--- src/design/fru_type_length_field_decoder_macros.svh ---
// assertion macros shared by the decoder rtl
`ifndef FRU_TYPE_LENGTH_FIELD_DECODER_MACROS_SVH
`define FRU_TYPE_LENGTH_FIELD_DECODER_MACROS_SVH

// same-cycle implication, checked on every rising edge out of reset
`define FRU_ASSERT_IMPLIES(label, lhs, rhs) \
    label: assert property (@(posedge clk) disable iff (!rst_n) (lhs) |-> (rhs)) \
        else $error("assertion failed in fru type/length decoder");

// next-cycle implication, checked on every rising edge out of reset
`define FRU_ASSERT_NEXT(label, lhs, rhs) \
    label: assert property (@(posedge clk) disable iff (!rst_n) (lhs) |=> (rhs)) \
        else $error("assertion failed in fru type/length decoder");

`endif

--- src/design/frutl_pkg.sv ---
`timescale 1ns / 1ps

package frutl_pkg;

    // result kinds
    typedef enum logic [1:0] {
        KIND_CHAR       = 2'd0,
        KIND_FIELD_END  = 2'd1,
        KIND_END_FIELDS = 2'd2
    } kind_t;

    // field type codes
    localparam logic [1:0] TYPE_BINARY = 2'd0;
    localparam logic [1:0] TYPE_BCD    = 2'd1;
    localparam logic [1:0] TYPE_ASCII6 = 2'd2;
    localparam logic [1:0] TYPE_TEXT   = 2'd3;

    // header byte that closes the field list
    localparam logic [7:0] END_OF_FIELDS_HDR = 8'hC1;
    // offset added to a six-bit code
    localparam logic [7:0] ASCII6_OFFSET     = 8'h20;
    // number of result slots per input item
    localparam int         MAX_RESULTS       = 3;
    localparam int         MAX_FIELD_RESET   = 255;

    // one result item
    typedef struct packed {
        kind_t       kind;
        logic [7:0]  ch;
        logic [1:0]  ftype;
    } result_t;

    // bcd-plus character for one nibble
    function automatic logic [7:0] bcd_char(input logic [3:0] code);
        logic [7:0] c;
        case (code)
            4'hA:    c = 8'h20;
            4'hB:    c = 8'h2D;
            4'hC:    c = 8'h2E;
            4'hD, 4'hE, 4'hF: c = 8'h00;
            default: c = 8'h30 + {4'd0, code};
        endcase
        return c;
    endfunction

endpackage

--- src/design/fru_type_length_field_decoder.sv ---
`timescale 1ns / 1ps
`include "fru_type_length_field_decoder_macros.svh"

// Decodes a stream of IPMI FRU type/length coded fields, one encoded byte per
// input item, into character, field-end and end-of-fields result items. Each
// byte is decoded in the cycle it is accepted and its results (zero to three)
// land in a three-slot result buffer that drains one item per cycle while
// m_tready is high. A byte with results holds the input until the buffer has
// drained, since the next byte is accepted in the cycle the buffer's last
// result is taken. max_field_chars is written on the cfg port, which is always
// ready, and resets to 255.
module fru_type_length_field_decoder
(
    input  logic        clk,
    input  logic        rst_n,
    // configuration: max_field_chars
    input  logic        cfg_valid,
    output logic        cfg_ready,
    input  logic [7:0]  cfg_data,
    // input items
    input  logic        s_tvalid,
    output logic        s_tready,
    input  logic [7:0]  s_tdata,   // [7:0] in_byte
    input  logic        s_tuser,   // [0] restart
    // result items
    output logic        m_tvalid,
    input  logic        m_tready,
    output logic [15:0] m_tdata,   // [7:0] char_out, [9:8] field_type, [15:10] zero
    output logic [1:0]  m_tuser,   // [1:0] kind
    output logic        m_tlast    // last result of this input item
);

    // decoder state
    logic        cfg_write;
    logic [7:0]  max_chars_reg;
    logic        expect_hdr_reg, expect_hdr_next;
    logic        finished_reg, finished_next;
    logic [1:0]  cur_type_reg, cur_type_next;
    logic [5:0]  bytes_left_reg, bytes_left_next;
    logic [1:0]  pack_pos_reg, pack_pos_next;
    logic [7:0]  prev_byte_reg, prev_byte_next;
    logic [7:0]  emitted_reg, emitted_next;

    // result buffer
    frutl_pkg::result_t slot_reg [frutl_pkg::MAX_RESULTS];
    frutl_pkg::result_t slot_next [frutl_pkg::MAX_RESULTS];
    logic [1:0]  rem_reg, rem_next;
    logic [1:0]  n_new;

    logic        accept;
    logic        take;

    assign cfg_ready = 1'b1;
    assign cfg_write = cfg_valid & cfg_ready;

    // handshake
    assign m_tvalid = (rem_reg != 2'd0);
    assign take     = m_tvalid & m_tready;
    assign s_tready = (rem_reg == 2'd0) || (take && rem_reg == 2'd1);
    assign accept   = s_tvalid & s_tready;

    // output payload
    assign m_tdata = {6'd0, slot_reg[0].ftype, slot_reg[0].ch};
    assign m_tuser = slot_reg[0].kind;
    assign m_tlast = (rem_reg == 2'd1);

    // decode of one byte against the current state
    always_comb
    begin
        logic       fin;
        logic       eh;
        logic       ca, cb, cf;
        logic [7:0] cha, chb;
        logic [1:0] ftype_f;
        frutl_pkg::kind_t kind_f;
        logic [7:0] ce;
        logic [5:0] left_dec;
        logic [1:0] idx;
        frutl_pkg::result_t r;

        expect_hdr_next = expect_hdr_reg;
        finished_next   = finished_reg;
        cur_type_next   = cur_type_reg;
        bytes_left_next = bytes_left_reg;
        pack_pos_next   = pack_pos_reg;
        prev_byte_next  = prev_byte_reg;
        emitted_next    = emitted_reg;

        fin      = s_tuser ? 1'b0 : finished_reg;
        eh       = s_tuser ? 1'b1 : expect_hdr_reg;
        ca       = 1'b0;
        cb       = 1'b0;
        cf       = 1'b0;
        cha      = 8'd0;
        chb      = 8'd0;
        ftype_f  = cur_type_reg;
        kind_f   = frutl_pkg::KIND_FIELD_END;
        ce       = emitted_reg;
        left_dec = bytes_left_reg - 6'd1;

        finished_next   = fin;
        expect_hdr_next = eh;

        if (fin)
        begin
            // ignored after end of fields
        end
        else if (eh)
        begin
            // header byte
            if (s_tdata == frutl_pkg::END_OF_FIELDS_HDR)
            begin
                cf            = 1'b1;
                kind_f        = frutl_pkg::KIND_END_FIELDS;
                ftype_f       = frutl_pkg::TYPE_TEXT;
                finished_next = 1'b1;
            end
            else if (s_tdata[5:0] == 6'd0)
            begin
                cf            = 1'b1;
                ftype_f       = s_tdata[7:6];
                cur_type_next = s_tdata[7:6];
            end
            else
            begin
                cur_type_next   = s_tdata[7:6];
                bytes_left_next = s_tdata[5:0];
                pack_pos_next   = 2'd0;
                emitted_next    = 8'd0;
                expect_hdr_next = 1'b0;
            end
        end
        else
        begin
            // data byte: up to two candidate characters
            case (cur_type_reg)
                frutl_pkg::TYPE_BCD:
                begin
                    ca  = 1'b1;
                    cb  = 1'b1;
                    cha = frutl_pkg::bcd_char(s_tdata[3:0]);
                    chb = frutl_pkg::bcd_char(s_tdata[7:4]);
                end
                frutl_pkg::TYPE_ASCII6:
                begin
                    ca = 1'b1;
                    case (pack_pos_reg)
                        2'd0:
                        begin
                            cha           = {2'd0, s_tdata[5:0]} + frutl_pkg::ASCII6_OFFSET;
                            pack_pos_next = 2'd1;
                        end
                        2'd1:
                        begin
                            cha = {2'd0, s_tdata[3:0], prev_byte_reg[7:6]}
                                  + frutl_pkg::ASCII6_OFFSET;
                            pack_pos_next = 2'd2;
                        end
                        default:
                        begin
                            cb  = 1'b1;
                            cha = {2'd0, s_tdata[1:0], prev_byte_reg[7:4]}
                                  + frutl_pkg::ASCII6_OFFSET;
                            chb = {2'd0, s_tdata[7:2]} + frutl_pkg::ASCII6_OFFSET;
                            pack_pos_next = 2'd0;
                        end
                    endcase
                end
                default:
                begin
                    ca  = 1'b1;
                    cha = s_tdata;
                end
            endcase

            // character limit
            if (ca)
            begin
                if (ce < max_chars_reg)
                    ce = ce + 8'd1;
                else
                    ca = 1'b0;
            end
            if (cb)
            begin
                if (ce < max_chars_reg)
                    ce = ce + 8'd1;
                else
                    cb = 1'b0;
            end
            emitted_next    = ce;
            prev_byte_next  = s_tdata;
            bytes_left_next = left_dec;
            if (left_dec == 6'd0)
            begin
                cf              = 1'b1;
                expect_hdr_next = 1'b1;
            end
        end

        // pack the results in order
        for (int i = 0; i < frutl_pkg::MAX_RESULTS; i++)
        begin
            slot_next[i] = '{kind: frutl_pkg::KIND_CHAR, ch: 8'd0, ftype: 2'd0};
        end
        idx = 2'd0;
        if (ca)
        begin
            r.kind  = frutl_pkg::KIND_CHAR;
            r.ch    = cha;
            r.ftype = cur_type_reg;
            slot_next[idx] = r;
            idx = idx + 2'd1;
        end
        if (cb)
        begin
            r.kind  = frutl_pkg::KIND_CHAR;
            r.ch    = chb;
            r.ftype = cur_type_reg;
            slot_next[idx] = r;
            idx = idx + 2'd1;
        end
        if (cf)
        begin
            r.kind  = kind_f;
            r.ch    = 8'd0;
            r.ftype = ftype_f;
            slot_next[idx] = r;
            idx = idx + 2'd1;
        end
        n_new = idx;
    end

    // buffer fill count
    always_comb
    begin
        rem_next = rem_reg;
        if (accept && n_new != 2'd0)
            rem_next = n_new;
        else if (take)
            rem_next = rem_reg - 2'd1;
    end

    // control state
    always_ff @(posedge clk or negedge rst_n)
    begin
        if (!rst_n)
        begin
            max_chars_reg  <= 8'(frutl_pkg::MAX_FIELD_RESET);
            expect_hdr_reg <= 1'b1;
            finished_reg   <= 1'b0;
            cur_type_reg   <= 2'd0;
            bytes_left_reg <= 6'd0;
            pack_pos_reg   <= 2'd0;
            prev_byte_reg  <= 8'd0;
            emitted_reg    <= 8'd0;
            rem_reg        <= 2'd0;
        end
        else
        begin
            if (cfg_write)
                max_chars_reg <= cfg_data;
            if (accept)
            begin
                expect_hdr_reg <= expect_hdr_next;
                finished_reg   <= finished_next;
                cur_type_reg   <= cur_type_next;
                bytes_left_reg <= bytes_left_next;
                pack_pos_reg   <= pack_pos_next;
                prev_byte_reg  <= prev_byte_next;
                emitted_reg    <= emitted_next;
            end
            rem_reg <= rem_next;
        end
    end

    // result slots: load on a new item, shift down as results are taken
    always_ff @(posedge clk)
    begin
        if (accept && n_new != 2'd0)
        begin
            for (int i = 0; i < frutl_pkg::MAX_RESULTS; i++)
            begin
                slot_reg[i] <= slot_next[i];
            end
        end
        else if (take)
        begin
            for (int i = 0; i < frutl_pkg::MAX_RESULTS - 1; i++)
            begin
                slot_reg[i] <= slot_reg[i + 1];
            end
        end
    end

    // end-of-fields marker is typed text and closes its item
    `FRU_ASSERT_IMPLIES(a_end_fields_form,
        m_tvalid && m_tuser == frutl_pkg::KIND_END_FIELDS,
        m_tdata[9:8] == frutl_pkg::TYPE_TEXT && m_tlast)
    // non-character results carry a zero character
    `FRU_ASSERT_IMPLIES(a_marker_zero_char,
        m_tvalid && m_tuser != frutl_pkg::KIND_CHAR, m_tdata[7:0] == 8'd0)
    // a taken last result with no new item empties the buffer
    `FRU_ASSERT_NEXT(a_drain_empty,
        take && m_tlast && !accept, !m_tvalid)
    // while results are pending no input is taken unless the last one leaves
    `FRU_ASSERT_IMPLIES(a_no_overrun,
        accept && rem_reg != 2'd0, take && rem_reg == 2'd1)

endmodule

--- config.mk ---
export PLATFORM = sky130hd
export DESIGN_NAME = fru_type_length_field_decoder
export DESIGN_NICKNAME = d
export VERILOG_FILES = /design/src/design/frutl_pkg.sv /design/src/design/fru_type_length_field_decoder.sv
export VERILOG_INCLUDE_DIRS = /design/src /design/src/design
export SDC_FILE = /design/constraint.sdc
export NUM_CORES = 1
export LEC_CHECK = 0
export BUFFER_PORTS_ARGS = -buffer_cell sky130_fd_sc_hd__buf_2
export CAP_MARGIN = 0
export CORE_ASPECT_RATIO = 0.6
export CORE_MARGIN = 4
export CORE_UTILIZATION = 30
export DETAILED_ROUTE_END_ITERATION = 6
export PLACE_DENSITY = 0.51
export SETUP_SLACK_MARGIN = 0.2
export SYNTH_ARGS = -nofsm -noshare
export SYNTH_HDL_FRONTEND = slang
export SYNTH_SLANG_ARGS = --single-unit
--- constraint.sdc ---
create_clock -name clk -period 18 [get_ports clk]
set_input_delay 1.8 -clock clk [delete_from_list [all_inputs] [get_ports clk]]
set_output_delay 1.8 -clock clk [all_outputs]
set_load 0.005 [all_outputs]
* Yosys cells after proc, flatten, opt, wreduce, memory -nomap -nowiden
Memory sizes are Yosys's and may differ from the RTL's.
Index checks and enable logic that the tools add are counted.
** Word-level totals
- Bits in read-only memories :: 0
- Memories kept :: 1
- Latch bits :: 0
- Output and inout bits :: 22
- Input port bits :: 22
- Bits in registers :: 38
- Memory bits (writable) :: 36
** Memory list
- slot_reg :: words 3, bits a word 12, rd ports 3, clocked after memory_dff 0, wr ports 3, RTL line fru_type_length_field_decoder.sv:45 : frutl_pkg::result_t slot_reg [frutl_pkg::MAX_RESULTS];
** Cells by class
- Add/subtract/negate cells :: 12
- Reductions and logical operators :: 20
- Shift operators :: 0
- $mul :: 0
- $lt $le $gt $ge :: 6
- Bitwise gates (word level) :: 9
- Equality and inequality tests :: 19
- Divide/modulo/power cells :: 0
- Multiplexer cells :: 80
** Operator list (number)
- 8-bit two-way mux :: 11
- 36-bit bitwise mux :: 2
- 36-bit two-way mux :: 2
- 7-bit case mux with 4 select lines :: 2
- 12-bit demux with 2-bit select :: 2
- 4-bit == test, second input constant :: 12
- 12-bit two-way mux :: 4
- 1-bit two-way mux :: 30
- 2-bit two-way mux :: 15
- 6-bit by 6-bit adder with 7-bit output, second input constant :: 4
- 7-bit case mux with 2 select lines :: 2
- 7-bit two-way mux :: 3
- 6-bit two-way mux :: 3
- 8-bit by 1-bit adder with 8-bit output, second input constant :: 2
- 8-bit less-than comparator :: 2
- 8-bit case mux with 2 select lines :: 1
- 6-bit by 4-bit adder with 7-bit output, first input constant :: 2
- 6-bit logical NOT :: 2
- 10-bit two-way mux :: 1
- 8-bit == test, second input constant :: 1
- 4-bit AND reduction :: 2
- 2-bit nonzero test :: 4
- 2-bit by 1-bit == test with 1-bit output, second input constant :: 3
- 3-bit greater-or-equal comparator, second input constant :: 2
- 19 further kinds :: 32

* Depth between registers and ports, before layout
Gate-level depths: netlist (run 1).
- Depth after elaboration :: 20
- Depth in mapped cells :: 22

* Worst setup path before layout (run 1)
No wires, ideal clock.
- Path kind :: register to register
- From :: register max_chars_reg[5]
- To :: memory slot_reg[0][0] (netlist name), enable pin
- Clock period less this slack :: 5.924 ns
- Path slack :: 12.076 ns
- Data required time :: 17.578 ns
- Data arrival time :: 5.501 ns
- Setup time :: 0.422 ns
- Cell stages (with the launch flop) :: 20
- Path through :: dfstp_2 -> inv_1 -> ha_1 -> a211o_1 -> a21oi_1 -> o31ai_1 -> buf_2 -> or4_1 -> nand2_1 -> ha_1 -> o21a_1 -> a2111oi_2 -> nand2_1 -> nor3_1 -> inv_1 -> ha_1 -> nand2_1 -> or4_4 -> and3_1 -> nand2b_1
** RTL lines
- start: declaration :: RTL line fru_type_length_field_decoder.sv:35 : logic [7:0] max_chars_reg;
- start signal: assignment :: RTL line fru_type_length_field_decoder.sv:249 : max_chars_reg <= 8'(frutl_pkg::MAX_FIELD_RESET);
- start signal: assignment :: RTL line fru_type_length_field_decoder.sv:262 : max_chars_reg <= cfg_data;
- end: declaration :: RTL line fru_type_length_field_decoder.sv:45

==> impl_metrics.toml, run 1 <==
[worst_setup_path]
worstPathRequired_ps = 17840
worst_path_max_delay_cell = "a2111oi_2"
worstPathCellList = "inv_1 > ha_1 > a211o_1 > a21oi_1 > o31ai_1 > buf_4 > or4_1 > nand2_1 > ha_1 > o21ai_0 > o21ai_0 > a2111oi_2 > nand2_1 > nor3_1 > inv_1 > ha_1 > nand2_1 > or4_4 > and3_1 > nand2b_1"
cp_top_family = "simple AND/OR/NAND/NOR gates"
arrival_ps = 7080
startpoint_type = "flip-flop"
path_class = "reg2reg"
cp_max_fo = 23
critical_path.max_stage_delay_ps = 730
cp-end-kind = "flip-flop"
cp_num_buf_inv = 3

[global_route]
globalRouteOverflowTotal = 0
grt_pass1_vias = 3687
track_usage = 0.149
antenna_found_initial = 0
grt_max_degree = 35
grt_pass1_wl_mm = 20.2

[drt]
dr.pass1.iters = 5
ant_nets = 0
viasPerCell = 5.46
drt_iter0_drc = 292
wirelength_mm = 12.3
num_vias = 3874
drc_errors = 0
wire_per_inst_um = 17.4

[synthesis]
synth_top_area_share = 0.179
syn-cell-area_um2 = 4520
yosysSeqAreaShare = 0.370
yosysUniqueCellTypes = 71
synth_edf_count = 27
netlist_instances = 500
yosys.area.top_type = "edfxtp_1"
synth-async-reset-ratio = 0.557
synth_seq_cells = 61
syn_area_per_cell_um2 = 9.04
ys_warn_count = 0
yosys-top-cells-area = "edfxtp_1 (18%), dfrtp_1 (14%), ha_1 (6.9%), nand2_1 (5.8%), dfstp_2 (5.2%)"
synthFlopType = "edfxtp_1"

[clocking]
clkTransAtPathRegs_ps = 60
cts_root_buffer = "clkbuf_16"
insertion_delay_ps = 330
cts_buffer_depth = 2
post_cts_resized = 0
cts_hold_buffers = 0
numCtsBuffers = 9
cts_setup_buffers = 0
htreeDepth = 3
cts_tree = "yes"
cts.sinks = 61

[power_and_ir_drop]
p_int_mw = 0.419
combPwrFrac = 0.413
power.density_nw_per_um2 = 138
netSwitchingFraction = 0.393
power_switching_mw = 0.271
vdd_ir_drop_max_mv = 0.0488
clock_power_share = 0.251
seqPwrFrac = 0.336
p_leak_nw = 2.03

[timing]
hold_violations = 0
period_minus_slack_ps = 7240
fin_crit_sh = 0.402
setup_viol = 0
worst_slew_pin_slew_ps = 1140
slew_violations = 0
fmax_mhz = 138
finClkSkew_ps = 5.08
slew_headroom = 0.239
holdWs_ps = 480
fin_setup_tns_ps = 0
rsz0062_at_grt = "no"

[run]
maxCapViolCount = 0

[run_status]
status = "finished, final reports clean"

[cells_and_area]
n_fill_cell = 1522
largest_register_ffs = 27
final_core_util = 0.342
diodes = 0
fin_nets = 554
syn2layout_area_growth_pct = 10.8
drive_gt1_frac = 0.150

[floorplanning]
die_h_um = 103
fp.dieArea_um2 = 17200
start_util = 0.309
placementRows = 34
io_pins = 44
core-area_um2 = 14600
die_w_um = 166

[worst_hold_path]
hold_class = "reg2reg"

[placed_design]
dp_hpwl_mm = 9.18
place_congestion = 0.846
port_buffers = 36
placed cells by master (no fill, tap or decap), types with 4 or more instances in the layout:
| cell type | Yosys | final |
|---|---|---|
| nand2_1 | 70 | 70 |
| o21ai_0 | 39 | 39 |
| nor2_1 | 37 | 37 |
| buf_2 | 1 | 36 |
| edfxtp_1 | 27 | 27 |
| ha_1 | 25 | 25 |
| dfrtp_1 | 25 | 25 |
| inv_1 | 23 | 23 |
| o31ai_1 | 13 | 13 |
| a22oi_1 | 12 | 12 |
| nand3_1 | 12 | 12 |
| a21oi_1 | 11 | 11 |
| nor3_1 | 9 | 9 |
| clkbuf_16 | 0 | 9 |
| dfstp_2 | 9 | 9 |
| nor2b_1 | 8 | 8 |
| xnor2_1 | 7 | 7 |
| nand2b_1 | 7 | 7 |
| a22o_1 | 7 | 7 |
| conb_1 | 2 | 7 |
| mux2i_1 | 6 | 6 |
| o22ai_1 | 6 | 6 |
| a32o_1 | 5 | 5 |
| and3_1 | 5 | 5 |
| or3_1 | 5 | 5 |
| a221o_1 | 4 | 4 |
| nand4_1 | 4 | 4 |
| o21a_1 | 4 | 4 |
| and2_1 | 4 | 4 |
| a21o_1 | 4 | 4 |
routing by layer:
metal | wire length [um] | vias to the layer above | GRT usage | part of all wire
met3 | 884 | 12 | 0.0352 | 0.072
met1 | 6450 | 1863 | 0.229 | 0.52
li1 | - | 1843 | - | -
met5 | 0 | - | 0 | 0
met4 | 148 | 0 | 0.0339 | 0.012
met2 | 4860 | 156 | 0.209 | 0.39
through the flow:
stage / cell area [um^2] / setup slack [ps] / instances / total power, mW
after detailed placement: 4710 / 10880 / 694 / 0.515
after global placement: 4710 / 11200 / 694 / 0.511
after floorplan: 4540 / 12080 / 505 / 0.452
final: 5010 / 10760 / 710 / 0.690
after CTS: 5010 / 10860 / 710 / 0.692
after global routing: 5010 / 10190 / 710 / 0.744
final cells by class:
type / count / area [um^2] / share of cell area
tap: 198 / 248 / 0.0495
inverter: 23 / 86.3 / 0.0172
multi-input combinational: 374 / 2510 / 0.502
timing repair buffer: 38 / 195 / 0.0390
clock buffer: 11 / 243 / 0.0485
sequential: 61 / 1670 / 0.334
clock inverter: 5 / 50.0 / 0.0100
power groups by stage:
stage	Sequential [mW]	Clock [mW]	Combinational (mW)
2_1_floorplan	0.219	0	0.233
6_report	0.232	0.173	0.285
4_1_cts	0.231	0.177	0.283
3_3_place_gp	0.233	0	0.279
3_5_place_dp	0.233	0	0.281
5_1_grt	0.238	0.183	0.322
kinds of logic (layout without fill, tap and decap cells):
family                     after synthesis  after routing  synth area share
and+or+nand+nor                        178            178             0.194
AOI/OAI and AO/OA                      145            145             0.246
buffers and inverters                   70             77            0.0783
DFF                                     61             61             0.370
adders and majority gates               25             25            0.0692
muxes                                   10             10            0.0233
xor gates and xnor gates                 9              9            0.0174
other                                    2              7           0.00166
cell usage after synthesis (all sizes together) (12+ instances only):
| library cell | number |
|---|---|
| a21oi | 12 |
| a22oi | 12 |
| buf | 23 |
| clkbuf | 24 |
| dfrtp | 25 |
| edfxtp | 27 |
| ha | 25 |
| inv | 23 |
| nand2 | 70 |
| nand3 | 12 |
| nor2 | 37 |
| o21ai | 40 |
| o31ai | 14 |
final timing paths:
| check | start | endpoint | slack, ps | cells after the start |
|---|---|---|---|---|
| max | max_chars_reg[5] | slot_reg[0][9] | 10760 | 20 |
| min | prev_byte_reg[4] | prev_byte_reg[4] | 480 | 2 |
| max reg2reg | max_chars_reg[5] | slot_reg[0][9] | 10760 | 20 |
| min reg2reg | prev_byte_reg[4] | prev_byte_reg[4] | 480 | 2 |
| max in group asynchronous | rst_n | prev_byte_reg[6] | 15910 | 1 |
| min in group asynchronous | rst_n | emitted_reg[3] | 1570 | 1 |
worst reg2reg max path, cell delays in order (launching register included):
cell and delay (ps):
dfstp_2 510, inv_1 60, ha_1 310, a211o_1 250, a21oi_1 340, o31ai_1 130
buf_4 200, or4_1 540, nand2_1 200, ha_1 270, o21ai_0 140, o21ai_0 120
a2111oi_2 730, nand2_1 430, nor3_1 400, inv_1 80, ha_1 420, nand2_1 160
or4_4 460, and3_1 270, nand2b_1 700
Note: power is estimated with default switching activity, not from simulation.
==> inputs of run 2 (changes only) <==
==> constraint.sdc (replaced) <==
create_clock -name clk -period 7.35 [get_ports clk]
set_input_delay 0.735 -clock clk [delete_from_list [all_inputs] [get_ports clk]]
set_output_delay 0.735 -clock clk [all_outputs]
set_load 0.005 [all_outputs]
==> run 2 against run 1 <==
Effect of this change:
- cell count up 0.28%
- critical endpoint is now slot_reg[0][18]
- highest routed layer unchanged
- combinational power up 150%
- largest cell class unchanged
- global-route usage grew 0.076 points
==> impl_metrics.toml, run 2 (synthesized netlist as in run 1, its figures left out) <==
[run_status]
status = "finished, final reports clean"

[worst_setup_path]
r2r-start = "max_chars_reg[5]"
r2r.worst_path.cells = 20
crit_path_end = "slot_reg[0][18]"
rr_endpoint = "slot_reg[0][18]"
crit_start = "max_chars_reg[5]"
r2r_slack_ps = 900
startpoint_type = "flip-flop"
worstPathRequired_ps = 7210
arrival_ps = 6310
path_class = "reg2reg"
cp-end-kind = "flip-flop"
cp_max_fo = 23

[timing]
slew_headroom = 0.279
setup_viol = 0
fmax_mhz = 155
fin_crit_sh = 0.877
period_minus_slack_ps = 6450
fin_ws_ps = 901
hold_violations = 0
worst_slew_pin_slew_ps = 1080
finClkSkew_ps = 7.69
slew_violations = 0
rsz0062_at_grt = "no"
fin_setup_tns_ps = 0

[drt]
drc_errors = 0
num_vias = 3863
dr.pass1.iters = 5
wirelength_mm = 12.4
ant_nets = 0
viasPerCell = 5.43
drt_iter0_drc = 322
wire_per_inst_um = 17.5

[global_route]
globalRouteOverflowTotal = 0
grt_pass1_wl_mm = 20.2
grt_max_degree = 35
grt_pass1_vias = 3670
track_usage = 0.149
antenna_found_initial = 0

[run]
maxCapViolCount = 0

[cells_and_area]
final_cell_mix = "nand2_1 (70), o21ai_0 (39), nor2_1 (37)"
syn2layout_area_growth_pct = 10.4
final_common_cell = "nand2_1"
n_fill_cell = 1509
fin_nets = 555
drive_gt1_frac = 0.156
largest_register_ffs = 27

[clocking]
htreeDepth = 3
cts_root_buffer = "clkbuf_16"
numCtsBuffers = 9
cts.sinks = 61
cts_tree = "yes"
clkTransAtPathRegs_ps = 60
cts_hold_buffers = 0
cts_buffer_depth = 2
insertion_delay_ps = 330

[floorplanning]
core-area_um2 = 14600
io_pins = 44
die_w_um = 166
fp.dieArea_um2 = 17200
die_h_um = 103
placementRows = 34
start_util = 0.309

[power_and_ir_drop]
vdd_ir_drop_max_mv = 0.107
power.density_nw_per_um2 = 333
p_leak_nw = 2.02

[placed_design]
dp_hpwl_mm = 9.31
place_congestion = 0.854
post-place-ws_ps = 746
port_buffers = 36

[worst_hold_path]
hold_class = "reg2reg"
## run 2: power breakdown
group | switching [mW] | total (mW) | internal (mW) | leakage (nW)
logic | 0.431 | 0.709 | 0.278 | 1.22
registers | 0.0811 | 0.567 | 0.485 | 0.679
clock network | 0.159 | 0.385 | 0.226 | 0.129
## run 2: critical path, stage by stage, from the launching register on
cell and delay [ps]:
dfstp_2 510, inv_1 60, ha_1 310, a211o_1 260, a21oi_1 330, o31ai_2 270
or4_1 580, nand2_1 190, ha_1 260, o21ai_0 140, o21ai_0 110, a2111oi_2 300
buf_4 220, nand2_1 80, nor3_1 310, inv_1 90, ha_1 410, nand2_1 130
or4_4 450, and3_1 270, nand2b_1 670
## run 2: final cells by class
class / count / area (um^2) / area share
sequential: 61 / 1670 / 0.335
clock buffer: 11 / 233 / 0.0467
inverter: 23 / 86.3 / 0.0173
multi-input combinational: 374 / 2520 / 0.504
clock inverter: 5 / 27.5 / 0.00552
timing repair buffer: 39 / 203 / 0.0406
antenna: 1 / 2.50 / 0.000502
tap: 198 / 248 / 0.0497
## run 2: through the flow
| stage | util | power (mW) | std cells | cell area (um^2) | hold WS, ps |
|---|---|---|---|---|---|
| CTS | 0.340 | 1.66 | 711 | 4980 | 490 |
| detailed placement | 0.323 | 1.27 | 695 | 4720 | 473 |
| global route | 0.341 | 1.78 | 711 | 4990 | 526 |
| floorplan | - | 1.11 | 505 | 4540 | 439 |
| finish | 0.341 | 1.66 | 712 | 4990 | 483 |
| global placement | 0.323 | 1.26 | 695 | 4720 | 466 |
## run 2: worst min-delay path by stage
stage,cells past startpoint,end,start
6_report,2,prev_byte_reg[4],prev_byte_reg[4]
5_1_grt,2,prev_byte_reg[5],prev_byte_reg[5]
4_1_cts,2,prev_byte_reg[4],prev_byte_reg[4]
3_5_place_dp,2,prev_byte_reg[4],prev_byte_reg[4]
3_3_place_gp,2,prev_byte_reg[4],prev_byte_reg[4]
2_1_floorplan,0,bytes_left_reg[0],rst_n
## run 2: timing repair
action	in CTS	in global routing
buffers inserted	0	0
gates resized for setup	0	1
endpoints found under the setup margin	0	23
## run 2: routing by layer
layer  wire, um  vias up  global-route usage  part of all wire
met1       6760     1871               0.234              0.54
li1           -     1841                   -                 -
met4        133        0              0.0377             0.011
met3        730       14              0.0307             0.059
met5          0        -                   0                 0
met2       4800      137               0.206              0.39
